`src/rtl/adad_pkg.sv`:
```
// ----------------------------------------------------------------------------
// adad_pkg: shared types and constants for the Adadelta step update block
// Transaction structs, sequencer states, register codes and reset values.
// ----------------------------------------------------------------------------
package adad_pkg;

	localparam int SLOTS_DEF = 4;

	localparam logic [15:0] DECAY_RST = 16'd655;
	localparam logic [23:0] EPS_RST   = 24'd17;
	localparam logic [47:0] MEAN_MAX  = 48'hFFFF_FFFF_FFFF;

	// register index codes (byte address bit 2)
	localparam logic REG_DECAY = 1'b0;
	localparam logic REG_EPS   = 1'b1;

	typedef struct packed {
		logic [1:0]         slot;
		logic signed [31:0] gradient;
	} item_t;

	typedef struct packed {
		logic signed [31:0] change;
		logic [31:0]        step_size;
		logic               saturated;
	} result_t;

	typedef enum logic [3:0] {
		ST_IDLE,
		ST_GSQ,
		ST_GLD,
		ST_GBL,
		ST_SLD,
		ST_SCHK,
		ST_DIV,
		ST_SQRT,
		ST_CLD,
		ST_CMUL,
		ST_DLD,
		ST_DSQ,
		ST_QLD,
		ST_DBL,
		ST_WB
	} state_t;

endpackage

```
`src/rtl/adad_core.sv`:
```
// ----------------------------------------------------------------------------
// adad_core: bit-serial Adadelta update engine
// Holds the per-slot running means and walks one item through a serial
// multiplier, a restoring divider and a digit-by-digit square root.
// ----------------------------------------------------------------------------
module adad_core #(
	parameter int SLOTS = adad_pkg::SLOTS_DEF
) (
	input  logic             clk,
	input  logic             arst_n,
	input  logic             start,
	input  adad_pkg::item_t  item,
	input  logic [15:0]      decay,
	input  logic [23:0]      eps,
	output logic             busy,
	output logic             done,
	output adad_pkg::result_t result
);

	localparam int AW = (SLOTS > 1) ? $clog2(SLOTS) : 1;

	adad_pkg::state_t state_q, state_d;

	logic [47:0] gm_mem [SLOTS];
	logic [47:0] dm_mem [SLOTS];
	logic [SLOTS-1:0] vld_q;
	logic [47:0] gm_rd_q, dm_rd_q;
	logic        rv_q;
	logic [AW-1:0] idx_q;

	logic [65:0] acc_q, mc_q;
	logic [31:0] mp_q;
	logic [31:0] gmag_q;
	logic [5:0]  cnt_q;
	logic        neg_q;
	logic        sat_q;
	logic [48:0] num_q, den_q;
	logic [49:0] rem_q;
	logic [63:0] quo_q;
	logic [31:0] root_q;
	logic [31:0] step_q;
	logic [31:0] chg_q;
	logic        done_q;
	adad_pkg::result_t res_q;

	logic        accept;
	logic        last;
	logic [6:0]  sm;
	logic [AW-1:0] idx;
	logic [31:0] graw, gmag;
	logic [65:0] madd;
	logic [47:0] old_g, old_d, old_sel;
	logic [47:0] sq_clip;
	logic        sq_ovf;
	logic [48:0] diff;
	logic [49:0] dv_t;
	logic        dv_ge;
	logic [49:0] sr_t, sr_trial;
	logic        sr_ge;
	logic [48:0] cm, cm_lim;
	logic        cm_ovf;
	logic [31:0] cmv;

	assign accept = start && !busy;
	assign last   = (cnt_q == 6'd0);

	// fold slot into range
	always_comb begin
		sm = {5'd0, item.slot};
		for (int i = 0; i < 3; i++) begin
			if (sm >= 7'(SLOTS)) begin
				sm = sm - 7'(SLOTS);
			end
		end
		idx = sm[AW-1:0];
	end

	assign graw = item.gradient;
	assign gmag = graw[31] ? (~graw + 32'd1) : graw;

	assign madd = mp_q[0] ? (acc_q + mc_q) : acc_q;

	assign old_g   = rv_q ? gm_rd_q : 48'd0;
	assign old_d   = rv_q ? dm_rd_q : 48'd0;
	assign old_sel = (state_q == adad_pkg::ST_QLD) ? old_d : old_g;

	// square already carries the +128 rounding term
	assign sq_ovf  = (acc_q[63:56] != 8'd0);
	assign sq_clip = sq_ovf ? adad_pkg::MEAN_MAX : acc_q[55:8];
	assign diff    = {1'b0, sq_clip} - {1'b0, old_sel};

	assign dv_t  = {rem_q[48:0], quo_q[63]};
	assign dv_ge = (dv_t >= {1'b0, den_q});

	assign sr_t     = {rem_q[47:0], quo_q[63:62]};
	assign sr_trial = {16'd0, root_q, 2'b01};
	assign sr_ge    = (sr_t >= sr_trial);

	assign cm     = acc_q[64:16];
	assign cm_lim = neg_q ? 49'h0_8000_0000 : 49'h0_7FFF_FFFF;
	assign cm_ovf = (cm > cm_lim);
	assign cmv    = cm_ovf ? cm_lim[31:0] : cm[31:0];

	always_ff @(posedge clk or negedge arst_n) begin
		if (!arst_n) begin
			state_q <= adad_pkg::ST_IDLE;
		end else begin
			state_q <= state_d;
		end
	end

	always_comb begin
		state_d = state_q;
		busy    = (state_q != adad_pkg::ST_IDLE);
		unique case (state_q)
			adad_pkg::ST_IDLE: if (start) state_d = adad_pkg::ST_GSQ;
			adad_pkg::ST_GSQ:  if (last) state_d = adad_pkg::ST_GLD;
			adad_pkg::ST_GLD:  state_d = adad_pkg::ST_GBL;
			adad_pkg::ST_GBL:  if (last) state_d = adad_pkg::ST_SLD;
			adad_pkg::ST_SLD:  state_d = adad_pkg::ST_SCHK;
			adad_pkg::ST_SCHK: begin
				if (num_q == 49'd0 || {32'd0, num_q[48:32]} >= den_q) begin
					state_d = adad_pkg::ST_CLD;
				end else begin
					state_d = adad_pkg::ST_DIV;
				end
			end
			adad_pkg::ST_DIV:  if (last) state_d = adad_pkg::ST_SQRT;
			adad_pkg::ST_SQRT: if (last) state_d = adad_pkg::ST_CLD;
			adad_pkg::ST_CLD:  state_d = adad_pkg::ST_CMUL;
			adad_pkg::ST_CMUL: if (last) state_d = adad_pkg::ST_DLD;
			adad_pkg::ST_DLD:  state_d = adad_pkg::ST_DSQ;
			adad_pkg::ST_DSQ:  if (last) state_d = adad_pkg::ST_QLD;
			adad_pkg::ST_QLD:  state_d = adad_pkg::ST_DBL;
			adad_pkg::ST_DBL:  if (last) state_d = adad_pkg::ST_WB;
			adad_pkg::ST_WB:   state_d = adad_pkg::ST_IDLE;
			default:           state_d = adad_pkg::ST_IDLE;
		endcase
	end

	// running mean stores, registered read at acceptance
	always_ff @(posedge clk) begin
		if (accept) begin
			gm_rd_q <= gm_mem[idx];
			dm_rd_q <= dm_mem[idx];
		end
		if (state_q == adad_pkg::ST_SLD) begin
			gm_mem[idx_q] <= acc_q[63:16];
		end
		if (state_q == adad_pkg::ST_WB) begin
			dm_mem[idx_q] <= acc_q[63:16];
		end
	end

	always_ff @(posedge clk or negedge arst_n) begin
		if (!arst_n) begin
			vld_q  <= '0;
			done_q <= 1'b0;
		end else begin
			done_q <= (state_q == adad_pkg::ST_WB);
			if (state_q == adad_pkg::ST_WB) begin
				vld_q[idx_q] <= 1'b1;
			end
		end
	end

	always_ff @(posedge clk) begin
		unique case (state_q)
			adad_pkg::ST_IDLE: begin
				if (start) begin
					idx_q  <= idx;
					rv_q   <= vld_q[idx];
					neg_q  <= graw[31];
					sat_q  <= 1'b0;
					gmag_q <= gmag;
					acc_q  <= 66'd128;
					mc_q   <= {34'd0, gmag};
					mp_q   <= gmag;
					cnt_q  <= 6'd31;
				end
			end
			adad_pkg::ST_GSQ, adad_pkg::ST_GBL, adad_pkg::ST_CMUL,
			adad_pkg::ST_DSQ, adad_pkg::ST_DBL: begin
				acc_q <= madd;
				mc_q  <= {mc_q[64:0], 1'b0};
				mp_q  <= {1'b0, mp_q[31:1]};
				cnt_q <= cnt_q - 6'd1;
			end
			adad_pkg::ST_GLD, adad_pkg::ST_QLD: begin
				// mean = old*2^16 + r*(sq - old), rounded
				sat_q <= sat_q | sq_ovf;
				acc_q <= {2'b00, old_sel, 16'h8000};
				mc_q  <= {{17{diff[48]}}, diff};
				mp_q  <= {16'd0, decay};
				cnt_q <= 6'd15;
			end
			adad_pkg::ST_SLD: begin
				num_q <= {1'b0, old_d} + {25'd0, eps};
				den_q <= {1'b0, acc_q[63:16]} + {25'd0, eps};
			end
			adad_pkg::ST_SCHK: begin
				if (num_q == 49'd0) begin
					step_q <= 32'd0;
				end else if ({32'd0, num_q[48:32]} >= den_q) begin
					step_q <= 32'hFFFF_FFFF;
					sat_q  <= 1'b1;
				end else begin
					rem_q <= {33'd0, num_q[48:32]};
					quo_q <= {num_q[31:0], 32'd0};
					cnt_q <= 6'd63;
				end
			end
			adad_pkg::ST_DIV: begin
				quo_q <= {quo_q[62:0], dv_ge};
				if (last) begin
					rem_q  <= 50'd0;
					root_q <= 32'd0;
					cnt_q  <= 6'd31;
				end else begin
					rem_q <= dv_ge ? (dv_t - {1'b0, den_q}) : dv_t;
					cnt_q <= cnt_q - 6'd1;
				end
			end
			adad_pkg::ST_SQRT: begin
				rem_q  <= sr_ge ? (sr_t - sr_trial) : sr_t;
				root_q <= {root_q[30:0], sr_ge};
				quo_q  <= {quo_q[61:0], 2'b00};
				cnt_q  <= cnt_q - 6'd1;
				if (last) begin
					step_q <= {root_q[30:0], sr_ge};
				end
			end
			adad_pkg::ST_CLD: begin
				acc_q <= 66'd32768;
				mc_q  <= {34'd0, gmag_q};
				mp_q  <= step_q;
				cnt_q <= 6'd31;
			end
			adad_pkg::ST_DLD: begin
				sat_q <= sat_q | cm_ovf;
				chg_q <= neg_q ? (~cmv + 32'd1) : cmv;
				acc_q <= 66'd128;
				mc_q  <= {34'd0, cmv};
				mp_q  <= cmv;
				cnt_q <= 6'd31;
			end
			adad_pkg::ST_WB: begin
				res_q.change    <= chg_q;
				res_q.step_size <= step_q;
				res_q.saturated <= sat_q;
			end
			default: begin
			end
		endcase
	end

	assign done   = done_q;
	assign result = res_q;

	a_done_idle: assert property (@(posedge clk) disable iff (!arst_n)
		done |-> !busy)
		else $error("result strobe while engine busy");

	a_accept_busy: assert property (@(posedge clk) disable iff (!arst_n)
		start && !busy |=> busy && !done)
		else $error("accepted transaction did not occupy engine");

	a_zero_step: assert property (@(posedge clk) disable iff (!arst_n)
		done && result.step_size == 32'd0 |-> result.change == 32'sd0)
		else $error("nonzero change with zero step");

endmodule

```
`src/rtl/adadelta_step_update_top.sv`:
```
// ----------------------------------------------------------------------------
// adadelta_step_update_top: Adadelta optimizer step update
// Usage:
//   Items enter on start/item and are taken at an edge with start high and
//   busy low. Each item names a slot and its Q16.16 gradient; the block
//   updates that slot's squared-gradient mean, forms the adaptive step size
//   and the change, then updates the slot's squared-update mean.
//   One result per item appears on result for one cycle with done high; the
//   receiver cannot hold it off.
//   When the step is forced (zero numerator or step overflow), the divider
//   and square root are skipped and done comes sooner. busy drops with
//   done, so one item is in flight at a time and the next one can be taken
//   at the edge that takes the result. The work is done serially by the
//   bit-serial shift-add multiplier (each product and mean blend), the
//   one-bit restoring divider and the square root.
//   Registers on the APB port: decay_rate at 0x0, epsilon at 0x4; write only
//   while busy is low. Reset clears all means to zero and loads the register
//   defaults.
// ----------------------------------------------------------------------------
module adadelta_step_update_top #(
	parameter int SLOTS = adad_pkg::SLOTS_DEF
) (
	input  logic              clk,
	input  logic              arst_n,
	input  logic              psel,
	input  logic              penable,
	input  logic              pwrite,
	input  logic [2:0]        paddr,
	input  logic [31:0]       pwdata,
	output logic [31:0]       prdata,
	output logic              pready,
	input  logic              start,
	input  adad_pkg::item_t   item,
	output logic              busy,
	output logic              done,
	output adad_pkg::result_t result
);

	logic [15:0] decay_q;
	logic [23:0] eps_q;
	logic        wr_en;

	assign pready = 1'b1;
	assign wr_en  = psel && penable && pwrite && pready;

	always_ff @(posedge clk or negedge arst_n) begin
		if (!arst_n) begin
			decay_q <= adad_pkg::DECAY_RST;
			eps_q   <= adad_pkg::EPS_RST;
		end else if (wr_en) begin
			unique case (paddr[2])
				adad_pkg::REG_DECAY: decay_q <= pwdata[15:0];
				adad_pkg::REG_EPS:   eps_q   <= pwdata[23:0];
				default: begin
				end
			endcase
		end
	end

	always_comb begin
		unique case (paddr[2])
			adad_pkg::REG_DECAY: prdata = {16'd0, decay_q};
			adad_pkg::REG_EPS:   prdata = {8'd0, eps_q};
			default:             prdata = 32'd0;
		endcase
	end

	adad_core #(
		.SLOTS(SLOTS)
	) u_core (
		.clk    (clk),
		.arst_n (arst_n),
		.start  (start),
		.item   (item),
		.decay  (decay_q),
		.eps    (eps_q),
		.busy   (busy),
		.done   (done),
		.result (result)
	);

endmodule

```
`config.mk`:
```
export PLATFORM = sky130hd
export DESIGN_NAME = adadelta_step_update_top
export DESIGN_NICKNAME = d
export VERILOG_FILES = /design/src/rtl/adad_pkg.sv /design/src/rtl/adad_core.sv /design/src/rtl/adadelta_step_update_top.sv
export SDC_FILE = /design/constraint.sdc
export NUM_CORES = 2
export LEC_CHECK = 0
export BUFFER_PORTS_ARGS = -buffer_cell sky130_fd_sc_hd__buf_2
export CAP_MARGIN = 5
export CORE_MARGIN = 10
export CORE_UTILIZATION = 60
export DETAILED_ROUTE_END_ITERATION = 8
export PLACE_DENSITY = 0.82
export SKIP_CTS_REPAIR_TIMING = 1
export SYNTH_ARGS = -nofsm -noshare
export SYNTH_HDL_FRONTEND = slang
export SYNTH_SLANG_ARGS = --single-unit
```
`constraint.sdc`:
```
create_clock -name clk -period 27 [get_ports clk]
set_input_delay 5.4 -clock clk [delete_from_list [all_inputs] [get_ports clk]]
set_output_delay 5.4 -clock clk [all_outputs]
set_load 0.1 [all_outputs]
```
Word level (Yosys, flattened, before mapping)
Memories as Yosys holds them, arrays and structs flattened. A register that Yosys moved wholly into a read port is not among the register bits.
Cells that the tools add are included.

word-level totals
  register bits = 628
  RAM bits = 384
  bits of input ports = 75
  output and inout port bits = 100
  word-level logic and storage cells = 165
  memories = 2

cells by class
  add/subtract/negate cells = 9
  order comparisons = 7
  equal/unequal tests = 27
  multiplexer cells = 58
  bitwise logic cells = 6
  reduce and logical (&&, ||, !) cells = 32

memories
  name           words  bits a word  rd ports  clocked after Yosys merged registers in  write ports  line             RTL
  u_core.dm_mem  4      48           1         1                                        1            adad_core.sv:25  logic [47:0] dm_mem [SLOTS];
  u_core.gm_mem  4      48           1         1                                        1            adad_core.sv:24  logic [47:0] gm_mem [SLOTS];

operator list
  cell                     number
  $pmux W66 S5             2
  $mux W32                 9
  $mux W49                 5
  $mux W66                 3
  $mux W48                 4
  $pmux W32 S2             3
  $pmux W64 S3             1
  $pmux W32 S5             1
  $pmux W49 S3             1
  $mux W64                 2
  $add A48 B24 Y49         2
  $add A66 B66 Y66         1
  $add A32 B1 Y32 const B  2
  $not A32 Y32             2
  $pmux W4 S14             1
  $ge A50 B34 Y1           1
  $ge A50 B49 Y1           1
  $ge A17 B49 Y1           1
  $gt A49 B49 Y1           1
  $logic_not A49 Y1        1
  $sub A48 B48 Y49         1
  $sub A49 B34 Y49         1
  $sub A49 B49 Y49         1
  $mux W4                  9
  other kinds (37)         83

Longest topological paths before layout
  depth in word-level cells = 6
  gate-level depth with buffers = 22
  gate-level depth less buffers = 19

By module
From an unflattened synthesis, not the netlist that was laid out.

unflattened totals
  cell total of the unflattened synthesis = 5110
  area total of the unflattened synthesis = 60994.7 um^2

modules (own cells, without submodules)
  module                    times used  cells an instance  area each (um^2)  seq. area each (um^2)
  adad_core                 1           4987               59091.7           31965.7
  adadelta_step_update_top  1           123                1903.1            1011.0

Least setup slack after synthesis
OpenSTA, ideal clock, no wires.

  path type = input to register
  from = in start
  to = reg u_core.acc_q[0], enable pin
  library setup time = 0.428 ns
  arrival = 14.234 ns
  data required time = 26.572 ns
  path slack = 12.339 ns
  cell stages on the path = 3
  path buffers = 0
  cells stage by stage = nor3_1 -> o21ai_0 -> o21a_1

between the ends
  cells in the longest elaborated chain, start to end = 2

ends and longest elaborated chain
  item                         line                            RTL
  from (decl)                  adadelta_step_update_top.sv:32  input logic start,
  $ne A2 B2 Y1 (no line)       --
  $reduce_and A3 Y1 (no line)  --
  to (signal assigned)         adad_core.sv:184                acc_q <= madd;
  to (signal assigned)         adad_core.sv:192                acc_q <= {2'b00, old_sel, 16'h8000};
  to (decl)                    adad_core.sv:31                 logic [65:0] acc_q, mc_q;

No other way between the ends.
A chain may end at the register's enable or synchronous reset.

Worst setup path in the final report
  from = in paddr[2]
  to = out prdata[6]

between the ends
  cells in the longest elaborated chain, start to end = 2

ends and longest elaborated chain
  item                  line                            RTL
  from (decl)           adadelta_step_update_top.sv:28  input logic [2:0] paddr,
  $not A1 Y1 (no line)  --
  $pmux W32 S2 (*)      adadelta_step_update_top.sv:61  unique case (paddr[2])
  to (decl)             adadelta_step_update_top.sv:30  output logic [31:0] prdata,

Every way passes the cells marked *; elsewhere a longest branch is shown, timed or not. The select of a mux whose other input is x is not followed.

==> run summary <==
Most used flip-flop cell after synthesis = edfxtp_1
Final Cell Area = 66150 sq um
Clock network fraction of total power = 0.400
Root buf cell = clkbuf_16
Hold Path End = u_core.result[61]
Pwr per Cell Area = 58.42 nW/um^2
R2R Path Start = u_core.state_q[2]
Run status = complete, but fails checks
Overall Global Routing Usage = 0.3209
Clk slew on worst S/H paths = 0.06 ns
Worst-margin pin slew = 1.287 ns
Gr ovfl total = 0
Worst-Skew Late Latency = 0.70 ns
Tcrit/Tclk final = 0.4500
Netlist Area Pre-Place = 60230 sq um
Final setup violation count = 0
Initial DRC count = 6898
Synthesis Warnings = 0
Library cells used by synthesis = 89
Internal = 2.901 mW
Tightest Hold Check Type = reg -> reg
Comb pwr share = 0.093
CTS tree = yes
First-pass GRT wire length = 271.9 mm
Placed Instance Area = 62540 sq um
Slew margin rel. = 0.1417
Mapped Cells = 5085
Initial Util = 0.6032
Layout cells sized above 1 = 0.1397
Layout net count = 5571
Row count = 116
NetSw = 963.7 uW
WL final = 186.6 mm
TritonCTS Sinks = 1106
Sequential share of power = 0.506
Core Footprint = 99860 sq um
Max Fanout on Critical Path = 26
Port bufs = 155
Detailed Routing Iterations Pass 1 = 9
Post-synthesis mux area share = 0.06413
Die H = 336.8 um
Sw frac = 0.2494
Worst setup SP type = primary input
Die Wd = 336.8 um
WS Path Type = in -> out
Largest family of logic cells by synthesized area = compound AO/OA/AOI/OAI gates
Synth Area in Adders = 0.06295
Vias per inst = 6.845
Synth Area in XOR/XNOR = 0.04174
Hold Path Depth = 0
Area Overhead vs Synth = 9.826%
Clock skew = 0.02600 ns
Compound-Gate Fraction of Synth Area = 0.1462
Violated checks = DRC
WP data arrival = 6.75 ns
Fillcell total = 7176
Max-cap violations = 0
Residual DRC count = 20
Clock tree buffer depth = 3
Sequential fraction of the synthesis area = 0.5475
RD Place Congestion = 1.023
Reg-to-reg endpoint = u_core.mc_q[41]
Synth Area in Simple Gates = 0.1092
RSZ-0062 raised after global routing = no
CTS H-Tree Depth = 3
Boundary pin count = 175
Routed Antenna Nets = 0
Setup TNS = 0 ns
CP required = 21.60 ns
Die ar. = 113500 sq um
Crit end category = primary output
Largest net degree at the start of global routing = 104
Final Max Slew Viols = 0
Async SR Flop Fraction = 0.04430
CTS buffer count = 109
Final Critical Period = 12.15 ns
Dpl hpwl = 131.4 mm
Peak supply drop = 65.03 uV
Leak = 24.74 nW
FF-to-FF setup slack = 19.77 ns
Post-synthesis area per instance = 11.84 sq um
Post-synth EDFFs = 1057
Vias = 45108
Final Hold Fails = 0
Hold Crit Start = u_core.chg_q[28]
Initial antenna violation count = 5
Number of global-route vias before repair = 42971
Drt wl/cell = 28.32 um
R2R depth = 17
FF+latch count, synth = 1106
Fmax achieved = 82.30 MHz
critical path, stage by stage:
cell	delay (ns)
buf_2	0.60
mux2_2	0.29
buf_2	0.43
stage by stage:
| step | setup WS (ns) | instances | hold slack [ns] | power [mW] | util |
|---|---|---|---|---|---|
| 3_3_place_gp | 14.92 | 6383 | 0.4023 | 2.335 | 0.6263 |
| 6_report | 14.85 | 6590 | 0.4184 | 3.865 | 0.6624 |
| 2_1_floorplan | 12.34 | 5092 | 0.4003 | 2.239 | - |
| 4_1_cts | 14.87 | 6588 | 0.4207 | 3.860 | 0.6624 |
| 3_5_place_dp | 14.89 | 6383 | 0.4045 | 2.344 | 0.6263 |
| 5_1_grt | 14.81 | 6588 | 0.4245 | 3.959 | 0.6624 |
Yosys cell counts (29+ instances only):
cell type,n,share of area
nor2b_1,37,0.0038
o211ai_1,36,0.0045
inv_1,178,0.011
mux4_2,97,0.036
dfrtp_1,41,0.017
nor2_1,300,0.019
mux2_2,109,0.020
nor4_1,48,0.0050
xor2_1,111,0.016
o21ai_0,248,0.021
a21oi_1,363,0.030
and3_1,46,0.0048
or3_1,33,0.0034
nand4_1,60,0.0062
a211oi_1,29,0.0036
a22oi_1,51,0.0064
o21a_1,30,0.0037
edfxtp_1,1057,0.53
nand2b_1,57,0.0059
xnor2_1,176,0.026
nor3_1,54,0.0045
o21bai_1,37,0.0046
clkbuf_1,216,0.013
or2_2,51,0.0053
a31oi_1,34,0.0035
a21o_1,172,0.021
mux2i_1,45,0.0075
and2_1,61,0.0063
nand3_1,117,0.0097
a222oi_1,42,0.0070
ha_1,295,0.061
nand2_1,428,0.027
a22o_1,33,0.0048
o22ai_1,92,0.0096
cell usage in the layout, fill, tap and decap left out, types with 41 or more instances in the layout:
cell type and instances:
edfxtp_1 1057, nand2_1 427, a21oi_1 361, ha_1 295, nor2_1 292, o21ai_0 244, inv_1 176, xnor2_1 176
a21o_1 172, buf_2 153, nand3_1 116, xor2_1 111, clkbuf_16 111, mux2_2 109, buf_4 98, mux4_2 97
o22ai_1 92, nand4_1 60, and2_1 58, nand2b_1 57, or2_2 51, nor3_1 51, a22oi_1 51, nor4_1 48
mux2i_1 45, and3_1 44, a222oi_1 42, dfrtp_1 41
registers in the layout, indices dropped and copies added, names as in the netlist, 48 cells and up:
signal          flops
u_core.den_q       49
u_core.mc_q        65
u_core.result      65
u_core.gm_mem     192
u_core.rem_q       49
u_core.dm_rd_q     48
u_core.acc_q       65
u_core.num_q       49
u_core.dm_mem     192
u_core.quo_q       64
u_core.gm_rd_q     48
metal layers:
| layer | vias up | wire length, um | track usage |
|---|---|---|---|
| met5 | - | 191 | 0.009978 |
| met4 | 8 | 9777 | 0.1463 |
| met3 | 550 | 28230 | 0.1154 |
| met2 | 3020 | 81310 | 0.4826 |
| met1 | 21819 | 67130 | 0.4139 |
| li1 | 19711 | - | - |
worst max-delay path by stage:
stage,from,end,slack (ns)
after global routing,paddr[2],prdata[6],14.81
after global placement,paddr[2],prdata[6],14.92
after floorplan,start,u_core.acc_q[0],12.34
final,paddr[2],prdata[6],14.85
after detailed placement,paddr[2],prdata[6],14.89
after CTS,paddr[2],prdata[6],14.87
area by class of cell:
cell class	instances	area, sq um	area share
well taps	1298	1624	0.02455
inverters	180	676.9	0.01023
flip-flops and latches	1106	32980	0.4985
diodes	2	5.005	0.00007566
clock buffers	126	2834	0.04284
clock inverters	79	765.7	0.01158
multi-input cells	3547	25750	0.3893
repair buffers	252	1513	0.02287
power groups by stage:
stage	clock network [mW]	registers (mW)	logic, mW
finish	1.55	1.96	0.361
global placement	0	1.99	0.346
CTS	1.55	1.95	0.357
floorplan	0	1.96	0.283
global route	1.61	1.96	0.390
detailed placement	0	1.99	0.354
cell families after synthesis:
group / after synthesis
xor+xnor: 287
buf+inv: 439
simple gates: 1352
other cells: 2
mux: 251
fa+ha+maj: 300
compound gates: 1348
flops: 1106
Power figures use the tool's default switching activity.
